$ cat config.mk
export PLATFORM = sky130hd
export DESIGN_NAME = pid_speed_controller_clamped
export DESIGN_NICKNAME = d
export VERILOG_FILES = /design/src/rtl/pidc_pkg.sv /design/src/rtl/pidc_div.sv /design/src/rtl/pidc_dp.sv /design/src/rtl/pidc_ctrl.sv /design/src/rtl/pid_speed_controller_clamped.sv
export SDC_FILE = /design/constraint.sdc
export NUM_CORES = 2
export LEC_CHECK = 0
export BUFFER_PORTS_ARGS = -buffer_cell sky130_fd_sc_hd__buf_2
export CORE_ASPECT_RATIO = 1.25
export CORE_MARGIN = 2
export CORE_UTILIZATION = 52
export DETAILED_ROUTE_END_ITERATION = 7
export PLACE_DENSITY = 0.77
export SLEW_MARGIN = 20
export SYNTH_ARGS = -nofsm -noshare
export SYNTH_HDL_FRONTEND = slang
export SYNTH_HIERARCHICAL = 1
export SYNTH_SLANG_ARGS = --single-unit
$ cat constraint.sdc
create_clock -name clk -period 9.2 [get_ports clk]
set_input_delay 2.3 -clock clk [delete_from_list [all_inputs] [get_ports clk]]
set_output_delay 2.3 -clock clk [all_outputs]
set_load 0.05 [all_outputs]
$ cat src/rtl/pidc_pkg.sv
// Shared types and constants for the clamped PID speed controller.
`default_nettype none
package pidc_pkg;

	localparam int SPEED_W   = 16;
	localparam int STAMP_W   = 32;
	localparam int GAIN_W    = 16;
	localparam int LEVEL_W   = 16;
	localparam int ERR_W     = 17;
	localparam int DIFF_W    = 18;
	localparam int ACC_W     = 64;
	localparam int MUL_A_W   = 18;
	localparam int MUL_B_W   = 24;
	localparam int PROD_W    = 42;
	localparam int XL_W      = 22;
	localparam int CFG_IDX_W = 3;
	localparam int CS_W      = 2;

	// register indexes on the config port
	localparam logic [CFG_IDX_W-1:0] REG_TARGET  = 3'd0;
	localparam logic [CFG_IDX_W-1:0] REG_GAIN_P  = 3'd1;
	localparam logic [CFG_IDX_W-1:0] REG_GAIN_I  = 3'd2;
	localparam logic [CFG_IDX_W-1:0] REG_GAIN_D  = 3'd3;
	localparam logic [CFG_IDX_W-1:0] REG_OUT_MIN = 3'd4;
	localparam logic [CFG_IDX_W-1:0] REG_OUT_MAX = 3'd5;

	// clamp status codes
	localparam logic [CS_W-1:0] CS_WITHIN = 2'd0;
	localparam logic [CS_W-1:0] CS_HIGH   = 2'd1;
	localparam logic [CS_W-1:0] CS_LOW    = 2'd2;

	// shared multiplier operand selects
	localparam logic [2:0] MS_ERR_DTL = 3'd0;
	localparam logic [2:0] MS_ERR_DTH = 3'd1;
	localparam logic [2:0] MS_P_LO    = 3'd2;
	localparam logic [2:0] MS_P_HI    = 3'd3;
	localparam logic [2:0] MS_I_LO    = 3'd4;
	localparam logic [2:0] MS_I_HI    = 3'd5;
	localparam logic [2:0] MS_D_LO    = 3'd6;
	localparam logic [2:0] MS_D_HI    = 3'd7;

	// product alignment in the accumulator
	localparam logic [1:0] SH_0  = 2'd0;
	localparam logic [1:0] SH_16 = 2'd1;
	localparam logic [1:0] SH_22 = 2'd2;

	// gain operand limit (2^44) and saturated product (2^60) as 2^38 << 22
	localparam logic signed [ACC_W-1:0]  TERM_LIM = 64'sh0000_1000_0000_0000;
	localparam logic signed [ACC_W-1:0]  TERM_NEG = -TERM_LIM;
	localparam logic signed [PROD_W-1:0] SAT_PROD = 42'sh040_0000_0000;

	typedef struct packed {
		logic       load_in;
		logic       start_div;
		logic       acc_clr;
		logic       mul_en;
		logic [2:0] mul_sel;
		logic       int_upd;
		logic       deriv_ld;
		logic       out_ld;
	} pidc_cmd_t;

	typedef struct packed {
		logic div_done;
	} pidc_sts_t;

endpackage
`default_nettype wire

$ cat src/rtl/pidc_div.sv
// Restoring serial divider, one quotient bit per cycle.
`default_nettype none
module pidc_div #(
	parameter int NUM_W = 33
) (
	input  wire logic                        clk,
	input  wire logic                        arst_n,
	input  wire logic                        start,
	input  wire logic [NUM_W-1:0]            num,
	input  wire logic [pidc_pkg::STAMP_W-1:0] den,
	output logic [NUM_W-1:0]                 quo,
	output logic                             busy
);
	import pidc_pkg::*;

	localparam int CNT_W = $clog2(NUM_W + 1);

	logic [STAMP_W-1:0] rem_q;
	logic [NUM_W-1:0]   quo_q;
	logic [CNT_W-1:0]   cnt_q;
	logic [STAMP_W:0]   trial;
	logic               fits;

	assign trial = {rem_q, quo_q[NUM_W-1]};
	assign fits  = trial >= {1'b0, den};

	always_ff @(posedge clk or negedge arst_n) begin
		if (!arst_n) begin
			cnt_q <= '0;
		end else if (start) begin
			cnt_q <= CNT_W'(NUM_W);
		end else if (cnt_q != '0) begin
			cnt_q <= cnt_q - 1'b1;
		end
	end

	always_ff @(posedge clk) begin
		if (start) begin
			rem_q <= '0;
			quo_q <= num;
		end else if (cnt_q != '0) begin
			rem_q <= fits ? STAMP_W'(trial - {1'b0, den}) : trial[STAMP_W-1:0];
			quo_q <= {quo_q[NUM_W-2:0], fits};
		end
	end

	assign quo  = quo_q;
	assign busy = cnt_q != '0;

endmodule
`default_nettype wire

$ cat src/rtl/pidc_dp.sv
// Datapath: config registers, loop state, shared multiplier, accumulator, output register.
`default_nettype none
module pidc_dp #(
	parameter int TIME_FRAC_BITS = 16,
	parameter int INTEGRAL_WIDTH = 48
) (
	input  wire logic                          clk,
	input  wire logic                          arst_n,
	input  wire logic                          cfg_we,
	input  wire logic [pidc_pkg::CFG_IDX_W-1:0] cfg_index,
	input  wire logic [15:0]                   cfg_data,
	input  wire logic [pidc_pkg::SPEED_W-1:0]   in_speed,
	input  wire logic [pidc_pkg::STAMP_W-1:0]   in_stamp,
	input  wire pidc_pkg::pidc_cmd_t            cmd,
	output pidc_pkg::pidc_sts_t                 sts,
	output logic [pidc_pkg::LEVEL_W-1:0]        pwm_level,
	output logic [pidc_pkg::CS_W-1:0]           clamp_state,
	output logic                               zero_interval
);
	import pidc_pkg::*;

	localparam int NUM_W = ERR_W + TIME_FRAC_BITS;
	localparam int DER_W = NUM_W + 1;
	localparam logic signed [ACC_W:0] INT_HI =
		(ACC_W+1)'((65'sd1 <<< (INTEGRAL_WIDTH - 1)) - 65'sd1);
	localparam logic signed [ACC_W:0] INT_LO = -INT_HI - 65'sd1;

	// configuration
	logic signed [SPEED_W-1:0] target_q;
	logic [GAIN_W-1:0]         gain_p_q, gain_i_q, gain_d_q;
	logic [LEVEL_W-1:0]        out_min_q, out_max_q;

	always_ff @(posedge clk or negedge arst_n) begin
		if (!arst_n) begin
			target_q  <= '0;
			gain_p_q  <= 16'd410;
			gain_i_q  <= 16'd41;
			gain_d_q  <= 16'd41;
			out_min_q <= '0;
			out_max_q <= 16'd32768;
		end else if (cfg_we) begin
			unique case (cfg_index)
				REG_TARGET:  target_q  <= cfg_data;
				REG_GAIN_P:  gain_p_q  <= cfg_data;
				REG_GAIN_I:  gain_i_q  <= cfg_data;
				REG_GAIN_D:  gain_d_q  <= cfg_data;
				REG_OUT_MIN: out_min_q <= cfg_data;
				REG_OUT_MAX: out_max_q <= cfg_data;
				default: ;
			endcase
		end
	end

	// loop state
	logic signed [ERR_W-1:0]          err_q, prev_err_q;
	logic signed [DIFF_W-1:0]         diff_q;
	logic [STAMP_W-1:0]               dt_q, prev_stamp_q;
	logic signed [INTEGRAL_WIDTH-1:0] integ_q;
	logic signed [DER_W-1:0]          deriv_q;
	logic signed [ERR_W-1:0]          err_c;

	assign err_c = ERR_W'(target_q) - ERR_W'($signed(in_speed));

	always_ff @(posedge clk or negedge arst_n) begin
		if (!arst_n) begin
			prev_err_q   <= '0;
			prev_stamp_q <= '0;
		end else if (cmd.load_in) begin
			prev_err_q   <= err_c;
			prev_stamp_q <= in_stamp;
		end
	end

	always_ff @(posedge clk) begin
		if (cmd.load_in) begin
			err_q  <= err_c;
			diff_q <= DIFF_W'(err_c) - DIFF_W'(prev_err_q);
			dt_q   <= in_stamp - prev_stamp_q;
		end
	end

	// derivative: |diff| * 2^TIME_FRAC_BITS / dt, sign restored after
	logic [DIFF_W-1:0] diff_mag;
	logic [NUM_W-1:0]  div_num, div_quo;
	logic              div_busy;

	assign diff_mag = diff_q[DIFF_W-1] ? DIFF_W'(-diff_q) : DIFF_W'(diff_q);
	assign div_num  = {diff_mag[ERR_W-1:0], {TIME_FRAC_BITS{1'b0}}};

	pidc_div #(.NUM_W(NUM_W)) u_div (
		.clk    (clk),
		.arst_n (arst_n),
		.start  (cmd.start_div),
		.num    (div_num),
		.den    (dt_q),
		.quo    (div_quo),
		.busy   (div_busy)
	);

	assign sts.div_done = !div_busy;

	always_ff @(posedge clk) begin
		if (cmd.deriv_ld) begin
			if (dt_q == '0)
				deriv_q <= '0;
			else if (diff_q[DIFF_W-1])
				deriv_q <= -$signed({1'b0, div_quo});
			else
				deriv_q <= $signed({1'b0, div_quo});
		end
	end

	// shared multiplier operand selection
	logic signed [ACC_W-1:0]   term_x;
	logic [GAIN_W-1:0]         term_g;
	logic                      is_hi, is_dt, sat_hi, sat_lo, force_p;
	logic signed [MUL_A_W-1:0] mul_a;
	logic signed [MUL_B_W-1:0] mul_b;
	logic signed [PROD_W-1:0]  force_val, prod_c;
	logic [1:0]                sh_c;

	always_comb begin
		term_x = ACC_W'(err_q);
		term_g = gain_p_q;
		is_hi  = 1'b0;
		is_dt  = 1'b0;
		unique case (cmd.mul_sel)
			MS_ERR_DTL: is_dt = 1'b1;
			MS_ERR_DTH: begin
				is_dt = 1'b1;
				is_hi = 1'b1;
			end
			MS_P_LO: ;
			MS_P_HI: is_hi = 1'b1;
			MS_I_LO: begin
				term_x = ACC_W'(integ_q);
				term_g = gain_i_q;
			end
			MS_I_HI: begin
				term_x = ACC_W'(integ_q);
				term_g = gain_i_q;
				is_hi  = 1'b1;
			end
			MS_D_LO: begin
				term_x = ACC_W'(deriv_q);
				term_g = gain_d_q;
			end
			MS_D_HI: begin
				term_x = ACC_W'(deriv_q);
				term_g = gain_d_q;
				is_hi  = 1'b1;
			end
		endcase
	end

	always_comb begin
		sat_hi    = term_x > TERM_LIM;
		sat_lo    = term_x < TERM_NEG;
		force_p   = 1'b0;
		force_val = '0;
		if (is_dt) begin
			mul_a = {2'b00, is_hi ? dt_q[31:16] : dt_q[15:0]};
			mul_b = MUL_B_W'(err_q);
			sh_c  = is_hi ? SH_16 : SH_0;
		end else begin
			mul_a = {2'b00, term_g};
			mul_b = is_hi ? term_x[XL_W+MUL_B_W-1:XL_W] : {2'b00, term_x[XL_W-1:0]};
			sh_c  = is_hi ? SH_22 : SH_0;
			// out-of-range operand: whole term becomes +-2^60 unless gain is zero
			if (sat_hi || sat_lo) begin
				force_p = 1'b1;
				if (is_hi && term_g != '0)
					force_val = sat_hi ? SAT_PROD : -SAT_PROD;
			end
		end
	end

	assign prod_c = mul_a * mul_b;

	// product register then accumulate
	logic signed [PROD_W-1:0] prod_q;
	logic [1:0]               sh_q;
	logic                     pv_q;
	logic signed [ACC_W-1:0]  acc_q, prod_al;

	always_ff @(posedge clk or negedge arst_n) begin
		if (!arst_n)
			pv_q <= 1'b0;
		else
			pv_q <= cmd.mul_en;
	end

	always_ff @(posedge clk) begin
		if (cmd.mul_en) begin
			prod_q <= force_p ? force_val : prod_c;
			sh_q   <= sh_c;
		end
	end

	always_comb begin
		unique case (sh_q)
			SH_16:   prod_al = ACC_W'(prod_q) <<< 16;
			SH_22:   prod_al = ACC_W'(prod_q) <<< 22;
			default: prod_al = ACC_W'(prod_q);
		endcase
	end

	always_ff @(posedge clk) begin
		if (cmd.acc_clr)
			acc_q <= '0;
		else if (pv_q)
			acc_q <= acc_q + prod_al;
	end

	// saturating integral update from err*dt in the accumulator
	logic signed [ACC_W-1:0] inc_c;
	logic signed [ACC_W:0]   isum_c;

	assign inc_c  = acc_q >>> TIME_FRAC_BITS;
	assign isum_c = (ACC_W+1)'(integ_q) + (ACC_W+1)'(inc_c);

	always_ff @(posedge clk or negedge arst_n) begin
		if (!arst_n) begin
			integ_q <= '0;
		end else if (cmd.int_upd) begin
			if (isum_c > INT_HI)
				integ_q <= INTEGRAL_WIDTH'(INT_HI);
			else if (isum_c < INT_LO)
				integ_q <= INTEGRAL_WIDTH'(INT_LO);
			else
				integ_q <= INTEGRAL_WIDTH'(isum_c);
		end
	end

	// level = floor(sum / 32), max tested first
	logic signed [ACC_W-1:0] level_c, lmax_c, lmin_c;
	logic [LEVEL_W-1:0]      pwm_q;
	logic [CS_W-1:0]         cs_q;
	logic                    zero_q;

	assign level_c = acc_q >>> 5;
	assign lmax_c  = $signed(ACC_W'(out_max_q));
	assign lmin_c  = $signed(ACC_W'(out_min_q));

	always_ff @(posedge clk) begin
		if (cmd.out_ld) begin
			zero_q <= dt_q == '0;
			priority if (level_c > lmax_c) begin
				pwm_q <= out_max_q;
				cs_q  <= CS_HIGH;
			end else if (level_c < lmin_c) begin
				pwm_q <= out_min_q;
				cs_q  <= CS_LOW;
			end else begin
				pwm_q <= level_c[LEVEL_W-1:0];
				cs_q  <= CS_WITHIN;
			end
		end
	end

	assign pwm_level     = pwm_q;
	assign clamp_state   = cs_q;
	assign zero_interval = zero_q;

endmodule
`default_nettype wire

$ cat src/rtl/pidc_ctrl.sv
// Controller: sequences one control tick through the datapath and owns the handshakes.
`default_nettype none
module pidc_ctrl (
	input  wire logic              clk,
	input  wire logic              arst_n,
	input  wire logic              in_valid,
	output logic                   in_ready,
	output logic                   out_valid,
	input  wire logic              out_ready,
	output pidc_pkg::pidc_cmd_t    cmd,
	input  wire pidc_pkg::pidc_sts_t sts
);
	import pidc_pkg::*;

	localparam logic [3:0] ST_IDLE  = 4'd0;
	localparam logic [3:0] ST_START = 4'd1;
	localparam logic [3:0] ST_M1    = 4'd2;
	localparam logic [3:0] ST_M2    = 4'd3;
	localparam logic [3:0] ST_INT   = 4'd4;
	localparam logic [3:0] ST_WDIV  = 4'd5;
	localparam logic [3:0] ST_T0    = 4'd6;
	localparam logic [3:0] ST_T1    = 4'd7;
	localparam logic [3:0] ST_T2    = 4'd8;
	localparam logic [3:0] ST_T3    = 4'd9;
	localparam logic [3:0] ST_T4    = 4'd10;
	localparam logic [3:0] ST_T5    = 4'd11;
	localparam logic [3:0] ST_DRAIN = 4'd12;
	localparam logic [3:0] ST_OUT   = 4'd13;

	logic [3:0] state_q, state_d;
	logic       ov_q;
	logic       out_free;

	assign out_free = !ov_q || out_ready;
	assign in_ready = state_q == ST_IDLE;

	always_comb begin
		state_d = state_q;
		cmd     = '0;
		unique case (state_q)
			ST_IDLE: begin
				if (in_valid) begin
					cmd.load_in = 1'b1;
					state_d     = ST_START;
				end
			end
			ST_START: begin
				cmd.start_div = 1'b1;
				cmd.acc_clr   = 1'b1;
				cmd.mul_en    = 1'b1;
				cmd.mul_sel   = MS_ERR_DTL;
				state_d       = ST_M1;
			end
			ST_M1: begin
				cmd.mul_en  = 1'b1;
				cmd.mul_sel = MS_ERR_DTH;
				state_d     = ST_M2;
			end
			ST_M2: state_d = ST_INT;
			ST_INT: begin
				cmd.int_upd = 1'b1;
				cmd.acc_clr = 1'b1;
				state_d     = ST_WDIV;
			end
			ST_WDIV: begin
				if (sts.div_done) begin
					cmd.deriv_ld = 1'b1;
					state_d      = ST_T0;
				end
			end
			ST_T0: begin
				cmd.mul_en  = 1'b1;
				cmd.mul_sel = MS_P_LO;
				state_d     = ST_T1;
			end
			ST_T1: begin
				cmd.mul_en  = 1'b1;
				cmd.mul_sel = MS_P_HI;
				state_d     = ST_T2;
			end
			ST_T2: begin
				cmd.mul_en  = 1'b1;
				cmd.mul_sel = MS_I_LO;
				state_d     = ST_T3;
			end
			ST_T3: begin
				cmd.mul_en  = 1'b1;
				cmd.mul_sel = MS_I_HI;
				state_d     = ST_T4;
			end
			ST_T4: begin
				cmd.mul_en  = 1'b1;
				cmd.mul_sel = MS_D_LO;
				state_d     = ST_T5;
			end
			ST_T5: begin
				cmd.mul_en  = 1'b1;
				cmd.mul_sel = MS_D_HI;
				state_d     = ST_DRAIN;
			end
			ST_DRAIN: state_d = ST_OUT;
			ST_OUT: begin
				if (out_free) begin
					cmd.out_ld = 1'b1;
					state_d    = ST_IDLE;
				end
			end
			default: state_d = ST_IDLE;
		endcase
	end

	always_ff @(posedge clk or negedge arst_n) begin
		if (!arst_n) begin
			state_q <= ST_IDLE;
			ov_q    <= 1'b0;
		end else begin
			state_q <= state_d;
			if (cmd.out_ld)
				ov_q <= 1'b1;
			else if (out_ready)
				ov_q <= 1'b0;
		end
	end

	assign out_valid = ov_q;

endmodule
`default_nettype wire

$ cat src/rtl/pid_speed_controller_clamped.sv
// Top level of the clamped PID speed controller.
//
// One request on s_axis is one control tick: measured speed (Q8.8) and a
// time stamp in ticks of a 2^TIME_FRAC_BITS Hz base. Each tick gives exactly
// one request on m_axis: the Q1.15 PWM level, the clamp status and a flag
// that marks a zero interval (derivative forced to zero).
// Config writes go over the cfg channel (index, 16-bit data); cfg_ready is
// always high. The user must write registers only while the block is idle;
// the block itself does not enforce it. A new tick is not taken until the
// controller has finished computing the last one; the serial divider for
// the derivative, one quotient bit per cycle over TIME_FRAC_BITS + 17 bits,
// bounds the tick rate. The eight multiplications share one 18x24
// multiplier while the divider runs or afterwards.
// The result sits in an output register; s_axis_tready returns right after
// it is loaded, so the next tick is taken while the result waits. If the
// receiver stalls, the next finished tick waits in the controller.
// Reset clears the loop state (previous error, integral, previous stamp)
// and loads the register reset values: gains 410/41/41, clamp 0..32768.
`default_nettype none
module pid_speed_controller_clamped #(
	parameter int TIME_FRAC_BITS = 16,
	parameter int INTEGRAL_WIDTH = 48
) (
	input  wire logic                          clk,
	input  wire logic                          arst_n,
	// tick input
	input  wire logic                          s_axis_tvalid,
	output logic                               s_axis_tready,
	input  wire logic [47:0]                   s_axis_tdata,  // [15:0] measured_speed, [47:16] time_stamp
	// result output
	output logic                               m_axis_tvalid,
	input  wire logic                          m_axis_tready,
	output logic [15:0]                        m_axis_tdata,  // [15:0] pwm_level
	output logic [2:0]                         m_axis_tuser,  // [1:0] clamp_state, [2] zero_interval
	// register writes
	input  wire logic                          cfg_valid,
	output logic                               cfg_ready,
	input  wire logic [pidc_pkg::CFG_IDX_W-1:0] cfg_index,
	input  wire logic [15:0]                   cfg_data
);
	import pidc_pkg::*;

	pidc_cmd_t          cmd;
	pidc_sts_t          sts;
	logic [LEVEL_W-1:0] pwm_level;
	logic [CS_W-1:0]    clamp_state;
	logic               zero_interval;

	assign cfg_ready = 1'b1;

	pidc_ctrl u_ctrl (
		.clk       (clk),
		.arst_n    (arst_n),
		.in_valid  (s_axis_tvalid),
		.in_ready  (s_axis_tready),
		.out_valid (m_axis_tvalid),
		.out_ready (m_axis_tready),
		.cmd       (cmd),
		.sts       (sts)
	);

	pidc_dp #(
		.TIME_FRAC_BITS (TIME_FRAC_BITS),
		.INTEGRAL_WIDTH (INTEGRAL_WIDTH)
	) u_dp (
		.clk           (clk),
		.arst_n        (arst_n),
		.cfg_we        (cfg_valid),
		.cfg_index     (cfg_index),
		.cfg_data      (cfg_data),
		.in_speed      (s_axis_tdata[15:0]),
		.in_stamp      (s_axis_tdata[47:16]),
		.cmd           (cmd),
		.sts           (sts),
		.pwm_level     (pwm_level),
		.clamp_state   (clamp_state),
		.zero_interval (zero_interval)
	);

	assign m_axis_tdata = pwm_level;
	assign m_axis_tuser = {zero_interval, clamp_state};

endmodule
`default_nettype wire

==> results.sh <==
export IMPL_nFillCells=8003
export IMPL_synth_top_area_cell="fa_1"
export IMPL_setup_viol=0
export IMPL_drive_above_1_share_pct=9.60
export IMPL_grt_overflow=0
export IMPL_min_period_over_period_pct=97.2
export IMPL_crit_path_frequent_cell="fa_1"
export IMPL_grt_use_total_pct=30.5
export IMPL_r2r_start="u_ctrl/state_q[0]$_DFFE_PN0P_"
export IMPL_cp_arrival_ns=9.29
export IMPL_seq_area_frac_synth_pct=26.7
export IMPL_hold_depth=2
export IMPL_finalWorstPathRequiredPeriod_ns=8.94
export IMPL_fp_dieH_um=346
export IMPL_first_pass_iters=6
export IMPL_hpwl_um=115000
export IMPL_cp_slowest_cell="fa_1"
export IMPL_ant_nets=0
export IMPL_cts_root_buf="clkbuf_16"
export IMPL_critPathKind="flop to flop"
export IMPL_final_seq_area_sq_um=13000
export IMPL_hold_start="u_dp/u_div/rem_q[7]$_SDFFE_PP0P_"
export IMPL_wirelength_um=148000
export IMPL_cts_sinks=497
export IMPL_synth_edf_count=196
export IMPL_grt_pass1_wl_um=227000
export IMPL_start_util_pct=52.4
export IMPL_grt_pass1_vias=40200
export IMPL_areaGrowthSynthToFinish_pct=8.54
export IMPL_synth_cell_type_count=109
export IMPL_ff2ff_path_depth=33
export IMPL_gp_congestion=1.04
export IMPL_io_pins=94
export IMPL_synth_seq_cells=497
export IMPL_synth_area_sq_um=48600
export IMPL_syn_area_per_cell_sq_um=8.95
export IMPL_start_kind="flop"
export IMPL_synth_ff_type="edfxtp_1"
export IMPL_clk_path_buf_depth=3
export IMPL_clkSlewWorstSetupHoldPaths_ns=0.06
export IMPL_synth_async_reset_ratio_pct=41.2
export IMPL_avgViaCountPerCell=6.08
export IMPL_hp_class="flop to flop"
export IMPL_rrSetupSlack_ns=0.26
export IMPL_fp_row_count=125
export IMPL_min_to="u_dp/u_div/rem_q[7]$_SDFFE_PP0P_"
export IMPL_status="finished clean"
export IMPL_clock_skew_ns=0.0894
export IMPL_r2r_end="u_dp/prod_q[40]$_DFFE_PP_"
export IMPL_grt_max_degree=102
export IMPL_cp_required_ns=9.55
export IMPL_synth_area_leaders="fa_1 16%, edfxtp_1 12%, dfrtp_1 9.9%"
export IMPL_yosysWarningCount=6
export IMPL_yosysMostFrequentCell="inv_1"
export IMPL_hold_violations=0
export IMPL_port_buffers=92
export IMPL_fin_nets=6253
export IMPL_n_antenna_cell=0
export IMPL_cts_max_level=2
export IMPL_dieArea_sq_um=95900
export IMPL_core_area_sq_um=92700
export IMPL_worstSetupEndpointType="flop"
export IMPL_worst_path_largest_cell_delay_ns=0.57
export IMPL_vias=40800
export IMPL_drv_cap=0
export IMPL_drc=0
export IMPL_maxSlewHeadroom_pct=26.6
export IMPL_wl_per_cell_um=22.1
export IMPL_die_w_um=277
export IMPL_cts_buffers=56
export IMPL_synthCells=5428
export IMPL_yosys_top_cells_count="641 x inv_1, 598 x nand2_1, 439 x nor2_1, 383 x fa_1, 344 x ha_1"
export IMPL_clkLatencyLatePin_ns=0.69
export IMPL_fmax_mhz=112
export IMPL_final_max_slew_violation_count=0
export IMPL_worstMarginPinSlew_ns=1.09
export IMPL_antenna_found_initial=2
export IMPL_drtIter0Drc=3525
export IMPL_synth_top_cell_area_share_pct=15.8
export IMPL_fin_util_pct=56.9
export IMPL_multi_input_area_sq_um=32500
export IMPL_cts_tree="yes"
export IMPL_cp_max_fo=13
-- flip-flops by register name (all words and copies together) (netlist names), 17 cells and up --
register / cells
u_dp/err_q: 17
u_dp/acc_q: 64
u_dp/u_div/rem_q: 32
u_dp/prev_err_q: 17
u_dp/deriv_q: 34
u_dp/dt_q: 32
u_dp/prod_q: 41
u_dp/u_div/quo: 33
u_dp/diff_q: 18
u_dp/integ_q: 48
u_dp/prev_stamp_q: 32
-- logic make-up after synthesis --
group / Yosys count / share of synthesized area [%]
simple gates: 1568 / 15.0
other cells: 2 / 0.0155
mux: 285 / 6.26
compound gates: 1217 / 15.9
fa+ha+maj: 728 / 24.7
flops: 497 / 26.7
xor+xnor: 252 / 4.54
buf+inv: 879 / 7.01
-- routing by layer --
metal / part of all wire (%) / vias up / track usage (%)
met4: 8.5 / 4 / 21.9
met2: 45 / 1797 / 48.9
met3: 8.4 / 526 / 5.91
met1: 38 / 19800 / 36.7
met5: 0.020 / - / 0
li1: - / 18600 / -
-- cells in the final DEF (no fill, tap or decap), drive strengths merged, types with 46 or more instances in the layout --
| cell type | count |
|---|---|
| buf | 188 |
| xnor2 | 159 |
| mux2i | 133 |
| xor2 | 93 |
| edfxtp | 196 |
| mux2 | 152 |
| nor2b | 89 |
| dfrtp | 193 |
| a21o | 126 |
| a21oi | 324 |
| ha | 344 |
| o21ai | 344 |
| inv | 642 |
| dfxtp | 96 |
| nand3 | 67 |
| fa | 383 |
| nand4 | 46 |
| nand2b | 61 |
| clkbuf | 69 |
| nor2 | 441 |
| nor3 | 54 |
| nand2 | 602 |
-- through the flow --
stage / instances / TNS (ns) / hold WS [ns] / setup slack (ns) / instance area [sq um]
3_5_place_dp: 6593 / 0 / 0.487 / 0.313 / 50500
3_3_place_gp: 6592 / 0 / 0.473 / 0.549 / 50500
2_1_floorplan: 5443 / 0 / 0.447 / 0.595 / 48700
4_1_cts: 6699 / 0 / 0.494 / 0.193 / 52600
5_1_grt: 6708 / -0.0120 / 0.503 / -0.0120 / 52700
6_report: 6708 / 0 / 0.499 / 0.259 / 52700
-- critical path, delay by kind of cell, from the launching register on --
kind | cells | cell delay (ns)
flip-flops | 1 | 0.52
XOR/XNOR | 2 | 0.46
AND/OR/NAND/NOR | 5 | 0.66
AO/OA/AOI/OAI | 10 | 2.19
buffers and inverters | 8 | 1.05
adder cells (fa/ha/maj) | 7 | 3.32
multiplexers | 1 | 0.38
-- what timing repair did --
| action | 4_1_cts | 5_1_grt |
|---|---|---|
| gates resized for setup | 0 | 9 |
| hold buffers | 0 | 0 |
| setup buffers | 0 | 7 |
| endpoints found under the setup margin | 0 | 11 |
-- area by class of cell --
cell class	instances	area share, %
flip-flops and latches	497	24.6
multi-input cells	4068	61.6
clock inverters	38	1.12
repair buffers	189	2.42
clock buffers	68	2.84
well taps	1206	2.86
inverters	642	4.57
-- worst max-delay path by stage --
stage | startpoint | to | slack (ns) | cells after the start
global placement | u_ctrl/state_q[2]$_DFFE_PN0P_ | u_dp/prod_q[40]$_DFFE_PP_ | 0.55 | 29
detailed placement | u_ctrl/state_q[0]$_DFFE_PN0P_ | u_dp/prod_q[39]$_DFFE_PP_ | 0.31 | 29
floorplan | u_ctrl/state_q[3]$_DFFE_PN0P_ | u_dp/prod_q[39]$_DFFE_PP_ | 0.59 | 31
CTS | u_ctrl/state_q[0]$_DFFE_PN0P_ | u_dp/prod_q[39]$_DFFE_PP_ | 0.19 | 29
finish | u_ctrl/state_q[0]$_DFFE_PN0P_ | u_dp/prod_q[40]$_DFFE_PP_ | 0.26 | 33
global route | u_ctrl/state_q[0]$_DFFE_PN0P_ | u_dp/prod_q[40]$_DFFE_PP_ | -0.01 | 29
Power is not shown: default switching activity piles up to over one toggle a cycle in this logic, so the estimate is an artifact.
